File: config.mk
export PLATFORM = sky130hd
export DESIGN_NAME = windowed_latency_average_flat
export DESIGN_NICKNAME = d
export VERILOG_FILES = /design/src/hw/rtl/wla_pkg.sv /design/src/hw/rtl/wla_if.sv /design/src/hw/rtl/windowed_latency_average.sv /design/src/hw/rtl/wla_ring_ram.sv /design/src/hw/rtl/wla_divider.sv /design/src/flat_wrapper.sv
export SDC_FILE = /design/constraint.sdc
export NUM_CORES = 2
export LEC_CHECK = 0
export CAP_MARGIN = 25
export CORE_MARGIN = 4
export CORE_UTILIZATION = 40
export DETAILED_ROUTE_END_ITERATION = 6
export DONT_BUFFER_PORTS = 1
export HOLD_SLACK_MARGIN = 0.15
export PLACE_DENSITY = 0.57
export REMOVE_ABC_BUFFERS = 1
export SYNTH_ARGS = -nofsm -noshare
export SYNTH_HDL_FRONTEND = slang
export SYNTH_SLANG_ARGS = --single-unit
File: constraint.sdc
create_clock -name clk -period 4.3 [get_ports clk]
set_clock_uncertainty 0.15 [all_clocks]
set_input_delay 1.29 -clock clk [delete_from_list [all_inputs] [get_ports clk]]
set_output_delay 1.29 -clock clk [all_outputs]
set_load 0.01 [all_outputs]
File: src/hw/rtl/wla_pkg.sv
`default_nettype none

package wla_pkg;

    localparam int WINDOW_DEPTH = 64;

    localparam int SAMPLE_W  = 32;
    localparam int MEAN_W    = 32;
    localparam int HELD_W    = 7;
    localparam int SLOT_W    = (WINDOW_DEPTH > 1) ? $clog2(WINDOW_DEPTH) : 1;
    localparam int COUNT_W   = $clog2(WINDOW_DEPTH + 1);
    localparam int SUM_W     = SAMPLE_W + $clog2(WINDOW_DEPTH);
    localparam int DIV_CNT_W = $clog2(SUM_W + 1);

endpackage

`default_nettype wire

File: src/hw/rtl/wla_if.sv
`default_nettype none

interface wla_sample_if;
    logic                            valid;
    logic                            ready;
    logic [wla_pkg::SAMPLE_W-1:0]    latency_sample;

    modport source (output valid, output latency_sample, input ready);
    modport sink   (input valid, input latency_sample, output ready);
endinterface

interface wla_mean_if;
    logic                            valid;
    logic                            ready;
    logic [wla_pkg::MEAN_W-1:0]      mean_latency;
    logic [wla_pkg::HELD_W-1:0]      samples_held;

    modport source (output valid, output mean_latency, output samples_held, input ready);
    modport sink   (input valid, input mean_latency, input samples_held, output ready);
endinterface

`default_nettype wire

File: src/hw/rtl/windowed_latency_average.sv
// Channel    Modport   Payload                         Role
// sample_ch  sink      latency_sample[31:0]            one latency sample per transaction
// mean_ch    source    mean_latency[31:0],             moving mean and window fill
//                      samples_held[6:0]
//
// Each sample passes through one ring read, one read-modify-write of the ring
// slot and running sum, the bit-serial divider and a load of the output
// register. The next sample is taken once the result sits in the output
// register, even while mean_ch is stalled. Reset clears the slot pointer,
// fill count and sum at once; the ring needs no clearing.
`default_nettype none

module windowed_latency_average (
    input  wire logic   clk,
    input  wire logic   rst_n,
    wla_sample_if.sink  sample_ch,
    wla_mean_if.source  mean_ch
);

    import wla_pkg::*;

    localparam logic [1:0] ST_IDLE = 2'd0;
    localparam logic [1:0] ST_READ = 2'd1;
    localparam logic [1:0] ST_DIV  = 2'd2;
    localparam logic [1:0] ST_HOLD = 2'd3;

    logic [1:0]          state_reg, state_next;
    logic [SLOT_W-1:0]   slot_reg, slot_next;
    logic [COUNT_W-1:0]  count_reg, count_next;
    logic [SUM_W-1:0]    sum_reg, sum_next;
    logic [SAMPLE_W-1:0] sample_reg;
    logic                out_valid_reg, out_valid_next;
    logic [MEAN_W-1:0]   mean_reg;
    logic [HELD_W-1:0]   held_reg;

    logic                in_fire;
    logic                full;
    logic                ram_we;
    logic                ram_re;
    logic [SAMPLE_W-1:0] ram_rdata;
    logic                div_start;
    logic                div_done;
    logic [SUM_W-1:0]    div_quotient;
    logic                out_free;
    logic                load_out;
    logic [SUM_W-1:0]    oldest;

    assign sample_ch.ready = (state_reg == ST_IDLE);
    assign in_fire         = sample_ch.valid && sample_ch.ready;
    assign full            = (count_reg == COUNT_W'(WINDOW_DEPTH));
    assign out_free        = !out_valid_reg || mean_ch.ready;
    assign ram_re          = in_fire;
    assign ram_we          = (state_reg == ST_READ);
    assign div_start       = (state_reg == ST_READ);
    assign oldest          = full ? SUM_W'(ram_rdata) : '0;

    wla_ring_ram #(
        .DEPTH  (WINDOW_DEPTH),
        .WIDTH  (SAMPLE_W),
        .ADDR_W (SLOT_W)
    ) u_ring (
        .clk   (clk),
        .we    (ram_we),
        .waddr (slot_reg),
        .wdata (sample_reg),
        .re    (ram_re),
        .raddr (slot_reg),
        .rdata (ram_rdata)
    );

    wla_divider u_div (
        .clk      (clk),
        .rst_n    (rst_n),
        .start    (div_start),
        .dividend (sum_next),
        .divisor  (count_next),
        .done     (div_done),
        .quotient (div_quotient)
    );

    always_comb
    begin
        state_next = state_reg;
        slot_next  = slot_reg;
        count_next = count_reg;
        sum_next   = sum_reg;
        load_out   = 1'b0;
        case (state_reg)
            ST_IDLE:
            begin
                if (in_fire)
                begin
                    state_next = ST_READ;
                end
            end
            ST_READ:
            begin
                // drop the oldest sample once the window is full; wraps cancel
                sum_next   = sum_reg + SUM_W'(sample_reg) - oldest;
                count_next = full ? count_reg : count_reg + 1'b1;
                slot_next  = (slot_reg == SLOT_W'(WINDOW_DEPTH - 1)) ? '0 : slot_reg + 1'b1;
                state_next = ST_DIV;
            end
            ST_DIV:
            begin
                if (div_done)
                begin
                    if (out_free)
                    begin
                        load_out   = 1'b1;
                        state_next = ST_IDLE;
                    end
                    else
                    begin
                        state_next = ST_HOLD;
                    end
                end
            end
            ST_HOLD:
            begin
                if (out_free)
                begin
                    load_out   = 1'b1;
                    state_next = ST_IDLE;
                end
            end
            default:
            begin
                state_next = ST_IDLE;
            end
        endcase
    end

    always_comb
    begin
        out_valid_next = out_valid_reg;
        if (load_out)
        begin
            out_valid_next = 1'b1;
        end
        else if (mean_ch.ready)
        begin
            out_valid_next = 1'b0;
        end
    end

    always_ff @(posedge clk or negedge rst_n)
    begin
        if (!rst_n)
        begin
            state_reg     <= ST_IDLE;
            slot_reg      <= '0;
            count_reg     <= '0;
            sum_reg       <= '0;
            out_valid_reg <= 1'b0;
        end
        else
        begin
            state_reg     <= state_next;
            slot_reg      <= slot_next;
            count_reg     <= count_next;
            sum_reg       <= sum_next;
            out_valid_reg <= out_valid_next;
        end
    end

    always_ff @(posedge clk)
    begin
        if (in_fire)
        begin
            sample_reg <= sample_ch.latency_sample;
        end
        if (load_out)
        begin
            mean_reg <= div_quotient[MEAN_W-1:0];
            held_reg <= HELD_W'(count_reg);
        end
    end

    assign mean_ch.valid        = out_valid_reg;
    assign mean_ch.mean_latency = mean_reg;
    assign mean_ch.samples_held = held_reg;

endmodule

`default_nettype wire

File: src/hw/rtl/wla_ring_ram.sv
`default_nettype none

module wla_ring_ram #(
    parameter int DEPTH  = 64,
    parameter int WIDTH  = 32,
    parameter int ADDR_W = (DEPTH > 1) ? $clog2(DEPTH) : 1
) (
    input  wire logic              clk,
    input  wire logic              we,
    input  wire logic [ADDR_W-1:0] waddr,
    input  wire logic [WIDTH-1:0]  wdata,
    input  wire logic              re,
    input  wire logic [ADDR_W-1:0] raddr,
    output logic      [WIDTH-1:0]  rdata
);

    logic [WIDTH-1:0] mem [DEPTH];

    always_ff @(posedge clk)
    begin
        if (we)
        begin
            mem[waddr] <= wdata;
        end
    end

    always_ff @(posedge clk)
    begin
        if (re)
        begin
            rdata <= mem[raddr];
        end
    end

endmodule

`default_nettype wire

File: src/hw/rtl/wla_divider.sv
`default_nettype none

module wla_divider (
    input  wire logic                         clk,
    input  wire logic                         rst_n,
    input  wire logic                         start,
    input  wire logic [wla_pkg::SUM_W-1:0]    dividend,
    input  wire logic [wla_pkg::COUNT_W-1:0]  divisor,
    output logic                              done,
    output logic      [wla_pkg::SUM_W-1:0]    quotient
);

    import wla_pkg::*;

    logic                 busy_reg, busy_next;
    logic                 done_reg, done_next;
    logic [DIV_CNT_W-1:0] cnt_reg, cnt_next;
    logic [SUM_W-1:0]     q_reg, q_next;
    logic [COUNT_W-1:0]   r_reg, r_next;
    logic [COUNT_W-1:0]   d_reg, d_next;
    logic [COUNT_W:0]     trial;
    logic                 fits;

    // one quotient bit per cycle, restoring
    assign trial = {r_reg, q_reg[SUM_W-1]};
    assign fits  = trial >= {1'b0, d_reg};

    always_comb
    begin
        busy_next = busy_reg;
        done_next = 1'b0;
        cnt_next  = cnt_reg;
        q_next    = q_reg;
        r_next    = r_reg;
        d_next    = d_reg;
        if (start)
        begin
            busy_next = 1'b1;
            cnt_next  = DIV_CNT_W'(SUM_W);
            q_next    = dividend;
            r_next    = '0;
            d_next    = divisor;
        end
        else if (busy_reg)
        begin
            q_next = {q_reg[SUM_W-2:0], fits};
            r_next = fits ? COUNT_W'(trial - {1'b0, d_reg}) : trial[COUNT_W-1:0];
            cnt_next = cnt_reg - 1'b1;
            if (cnt_reg == DIV_CNT_W'(1))
            begin
                busy_next = 1'b0;
                done_next = 1'b1;
            end
        end
    end

    always_ff @(posedge clk or negedge rst_n)
    begin
        if (!rst_n)
        begin
            busy_reg <= 1'b0;
            done_reg <= 1'b0;
            cnt_reg  <= '0;
        end
        else
        begin
            busy_reg <= busy_next;
            done_reg <= done_next;
            cnt_reg  <= cnt_next;
        end
    end

    always_ff @(posedge clk)
    begin
        q_reg <= q_next;
        r_reg <= r_next;
        d_reg <= d_next;
    end

    assign done     = done_reg;
    assign quotient = q_reg;

endmodule

`default_nettype wire

File: src/flat_wrapper.sv
// flat-port wrapper written by rule: the top's interface ports become plain ports
module windowed_latency_average_flat import wla_pkg::*;
  (clk, rst_n, sample_ch_valid, sample_ch_latency_sample, sample_ch_ready, mean_ch_valid, mean_ch_mean_latency, mean_ch_samples_held, mean_ch_ready);
  wla_sample_if sample_ch_i ();
  wla_mean_if mean_ch_i ();
  input  wire logic clk;
  input  wire logic rst_n;
  input wire logic [$bits(sample_ch_i.valid)-1:0] sample_ch_valid;
  input wire logic [$bits(sample_ch_i.latency_sample)-1:0] sample_ch_latency_sample;
  output wire logic [$bits(sample_ch_i.ready)-1:0] sample_ch_ready;
  output wire logic [$bits(mean_ch_i.valid)-1:0] mean_ch_valid;
  output wire logic [$bits(mean_ch_i.mean_latency)-1:0] mean_ch_mean_latency;
  output wire logic [$bits(mean_ch_i.samples_held)-1:0] mean_ch_samples_held;
  input wire logic [$bits(mean_ch_i.ready)-1:0] mean_ch_ready;
  assign sample_ch_i.valid = sample_ch_valid;
  assign sample_ch_i.latency_sample = sample_ch_latency_sample;
  assign sample_ch_ready = sample_ch_i.ready;
  assign mean_ch_valid = mean_ch_i.valid;
  assign mean_ch_mean_latency = mean_ch_i.mean_latency;
  assign mean_ch_samples_held = mean_ch_i.samples_held;
  assign mean_ch_i.ready = mean_ch_ready;
  windowed_latency_average u_core (.clk(clk), .rst_n(rst_n), .sample_ch(sample_ch_i), .mean_ch(mean_ch_i));
endmodule
==> impl_metrics.toml <==
[global_routing]
grt_antenna_before_repair = 35
grtUsageTotal = 0.258
number_of_global_route_vias_before_repair = 50000
global_route_wire_length_before_repair_mm = 415
largest_net_degree_at_the_start_of_global_routing = 79
grt_overflow = 0

[floorplan]
floorplan.die.width_um = 479
die_height_um = 479
start_util = 0.403
fp-row-count = 172
core_mm2 = 0.220
io_pins = 77
die_area_mm2 = 0.229

[drt]
final_antenna_net_count = 0
num_vias = 53100
routed_via_density = 6.09
route.met3.wl_mm = 35.8
met2WireLength_mm = 134
met1Wirelength_mm = 119
final_routed_wire_length_divided_by_cell_count_um = 34.8
finalWirelength_mm = 303
drcViolationCount = 0
drtPass1Iterations = 6
top_signal_layer_used = "met5"
drt-initial-drc-count = 7673

[synth]
synth-edff-count = 2196
synth_largest_type_area_fraction = 0.744
ys_seq_area_frac = 0.763
synthMostInstantiatedCell = "sky130_fd_sc_hd__edfxtp_1"
syn_inst = 5136
postSynth.topFlopCell = "sky130_fd_sc_hd__edfxtp_1"
yosys.area.top_type = "sky130_fd_sc_hd__edfxtp_1"
synth_async_sr_flop_share = 0.0274
ys.warnings.count = 0
synth_area_leaders = "sky130_fd_sc_hd__edfxtp_1 (74%), sky130_fd_sc_hd__mux4_2 (2.5%), sky130_fd_sc_hd__a221oi_1 (2.4%), sky130_fd_sc_hd__a22oi_1 (2.0%), sky130_fd_sc_hd__mux2i_1 (1.9%)"
syn-mean-instance-area_um2 = 17.3
synth_area_mm2 = 0.0887
synth.distinct_cells = 74
postSynthRegisterBits = 2265
netlist_top_cells_count = "sky130_fd_sc_hd__edfxtp_1 (2196), sky130_fd_sc_hd__a221oi_1 (244), sky130_fd_sc_hd__a22oi_1 (242)"

[sta]
timing_max_transition_violations_final = 0
final-setup-viol-count = 0
max_freq_ghz = 0.243
layout_setup_ws_ns = 0.182
final_min_period_over_clock_period = 0.958
finalSetupTns_ns = 0
timing.slew.headroom = 0.217
post-route-min-period_ns = 4.12
worst_slew_pin_slew_ns = 1.17
fin_hold_viols = 0
rsz_0062_raised_after_global_routing = "false"

[placement]
gpl.final_weighted_congestion = 0.922
dpl.hpwl_mm = 188
numPlacedInstances = 8236
port-buffer-count = 0
post_dp_cell_area_mm2 = 0.0960
detailedPlace.worstSlack_ns = 0.0531

[pwr]
power.share.sequential = 0.380
vdd_drop_max_uv = 398
total_power_w = 0.0706
cellPowerDensity_mw_per_mm2 = 683
power.switching_w = 0.0256
leakage_nw = 33.7
switching_fraction_of_total_power = 0.363
p_comb_frac = 0.352
clock_power_share = 0.268
p_int_w = 0.0450

[setup_path]
critical-path-slowest-cell = "sky130_fd_sc_hd__fa_1"
cp_cell_sequence = "nor4_2 > and3_4 > buf_12 > and2_1 > ha_1 > inv_1 > ha_1 > inv_1 > fa_1 > nor2b_2 > o2111ai_2 > a211o_1 > nand4_1 > a31oi_4 > o2111ai_2 > nand3_1"
endpoint_kind = "flip-flop"
crit-reg2reg-launch = "u_core.count_reg[2]"
timing.reg2reg.setup_slack_ns = 0.18
crit_path_max_fanout = 17
critical_path.reg2reg.endpoint = "u_core.u_div.quotient[30]"
cp_num_buf_inv = 3
worstPathRequired_ns = 4.77
worst_setup_path_start_kind = "flip-flop"
critPathMaxStageDelay_ns = 0.47
rr_worst_depth = 16
critical_path_type = "flip-flop to flip-flop"
path_delay_family = "simple AND/OR/NAND/NOR gates"
critical_path_arrival_ns = 4.58

[min_path]
worst_hold_startpoint = "u_core.u_div.quotient[14]"
hold_path_end = "u_core.mean_ch.mean_latency[14]"
hold_path.class = "flip-flop to flip-flop"
worst_hold_path_stage_count = 0

[run_status]
run_status = "finished, final reports clean"

[finish]
fillers = 18600
multi_input_area_mm2 = 0.0195
area_growth_syn_to_layout_pct = 16.6
fin_nets = 5630
final_layout_size_suffix_gt1_frac = 0.193
register_area_mm2 = 0.0676
post_layout_nonfiller_instances = 8713
post-route-cell-area_mm2 = 0.103
largest_register_ffs = 2048

[clock_network]
htreeDepth = 4
total_clock_sinks = 2265
clk_pin_slew_ns = 0.06
numCtsBuffers = 223
buffer_depth_of_the_longest_clock_path = 3
cts_tree = "done"
cts-root-buf = "sky130_fd_sc_hd__clkbuf_16"
clock_insertion_delay_at_the_later_pin_of_the_skew_report_ns = 0.89

[run]
max-cap-violations = 0
per-layer routing:
metal | global-route usage | up-vias
met2 | 0.384 | 3309
met1 | 0.352 | 27600
met3 | 0.0783 | 564
met5 | 0 | -
met4 | 0.111 | 8
li1 | - | 21600
power by group through the flow:
stage | logic [W] | clock network [W] | registers [W]
floorplan | 0.0102 | 0 | 0.0279
finish | 0.0249 | 0.0189 | 0.0268
detailed placement | 0.0241 | 0 | 0.0273
global route | 0.0259 | 0.0201 | 0.0269
CTS | 0.0242 | 0.0191 | 0.0268
global placement | 0.0240 | 0 | 0.0273
stage by stage:
| stage | hold WS (ns) | util |
|---|---|---|
| floorplan | 0.272 | - |
| CTS | 0.305 | 0.468 |
| global route | 0.304 | 0.469 |
| finish | 0.305 | 0.470 |
| global placement | 0.296 | 0.436 |
| detailed placement | 0.291 | 0.436 |
placed cells by master (no fill, tap or decap), types with 33 or more instances in the layout:
cell type | netlist | routed
sky130_fd_sc_hd__a21oi_1 | 198 | 195
sky130_fd_sc_hd__a221oi_1 | 244 | 244
sky130_fd_sc_hd__a22o_1 | 92 | 92
sky130_fd_sc_hd__a22oi_1 | 242 | 242
sky130_fd_sc_hd__a31oi_1 | 62 | 61
sky130_fd_sc_hd__and2_1 | 46 | 43
sky130_fd_sc_hd__buf_12 | 0 | 102
sky130_fd_sc_hd__buf_4 | 32 | 356
sky130_fd_sc_hd__clkbuf_1 | 98 | 63
sky130_fd_sc_hd__clkbuf_16 | 0 | 228
sky130_fd_sc_hd__clkinv_1 | 0 | 65
sky130_fd_sc_hd__dfrtp_1 | 62 | 59
sky130_fd_sc_hd__diode_2 | 0 | 53
sky130_fd_sc_hd__edfxtp_1 | 2196 | 2196
sky130_fd_sc_hd__fa_1 | 33 | 33
sky130_fd_sc_hd__ha_1 | 50 | 48
sky130_fd_sc_hd__inv_1 | 158 | 155
sky130_fd_sc_hd__mux2_2 | 115 | 115
sky130_fd_sc_hd__mux2i_1 | 167 | 167
sky130_fd_sc_hd__mux4_2 | 98 | 98
sky130_fd_sc_hd__nand2_1 | 201 | 197
sky130_fd_sc_hd__nand3_1 | 37 | 35
sky130_fd_sc_hd__nor2_1 | 231 | 165
sky130_fd_sc_hd__nor2_4 | 0 | 70
sky130_fd_sc_hd__o211ai_1 | 37 | 37
sky130_fd_sc_hd__o21ai_0 | 139 | 139
sky130_fd_sc_hd__o22ai_1 | 54 | 54
cell families after synthesis:
| kind of cell | Yosys count | synth area share |
|---|---|---|
| flops | 2265 | 0.763 |
| compound gates | 1231 | 0.100 |
| simple gates | 661 | 0.0340 |
| buf+inv | 471 | 0.0251 |
| mux | 389 | 0.0597 |
| fa+ha+maj | 83 | 0.0145 |
| xor+xnor | 36 | 0.00371 |
area by class of cell:
class | count | share of cell area
antenna | 53 | 0.00128
clock inverter | 126 | 0.0104
timing repair buffer | 463 | 0.0466
tap | 2958 | 0.0358
sequential | 2265 | 0.654
inverter | 158 | 0.00576
multi-input combinational | 2400 | 0.189
clock buffer | 290 | 0.0572
worst max path at each step:
stage                         from                   endpoint  slack, ns  depth (start not counted)
2_1_floorplan   u_core.slot_reg[0]    u_core.u_ring.mem[0][0]     -18.45                          3
3_3_place_gp   u_core.count_reg[2]  u_core.u_div.quotient[34]       0.06                         16
3_5_place_dp   u_core.count_reg[2]  u_core.u_div.quotient[34]       0.05                         16
4_1_cts        u_core.count_reg[2]  u_core.u_div.quotient[30]       0.05                         16
5_1_grt        u_core.count_reg[0]         u_core.sum_reg[27]      0.003                         17
6_report       u_core.count_reg[2]  u_core.u_div.quotient[30]       0.18                         16
what timing repair did:
item	in CTS	in global routing
hold buffers	2	0
setup endpoints to repair	0	25
endpoints found under the hold margin	62	0
setup buffers	0	4
gates resized for setup	0	21
Note: power is estimated with default switching activity, not from simulation.
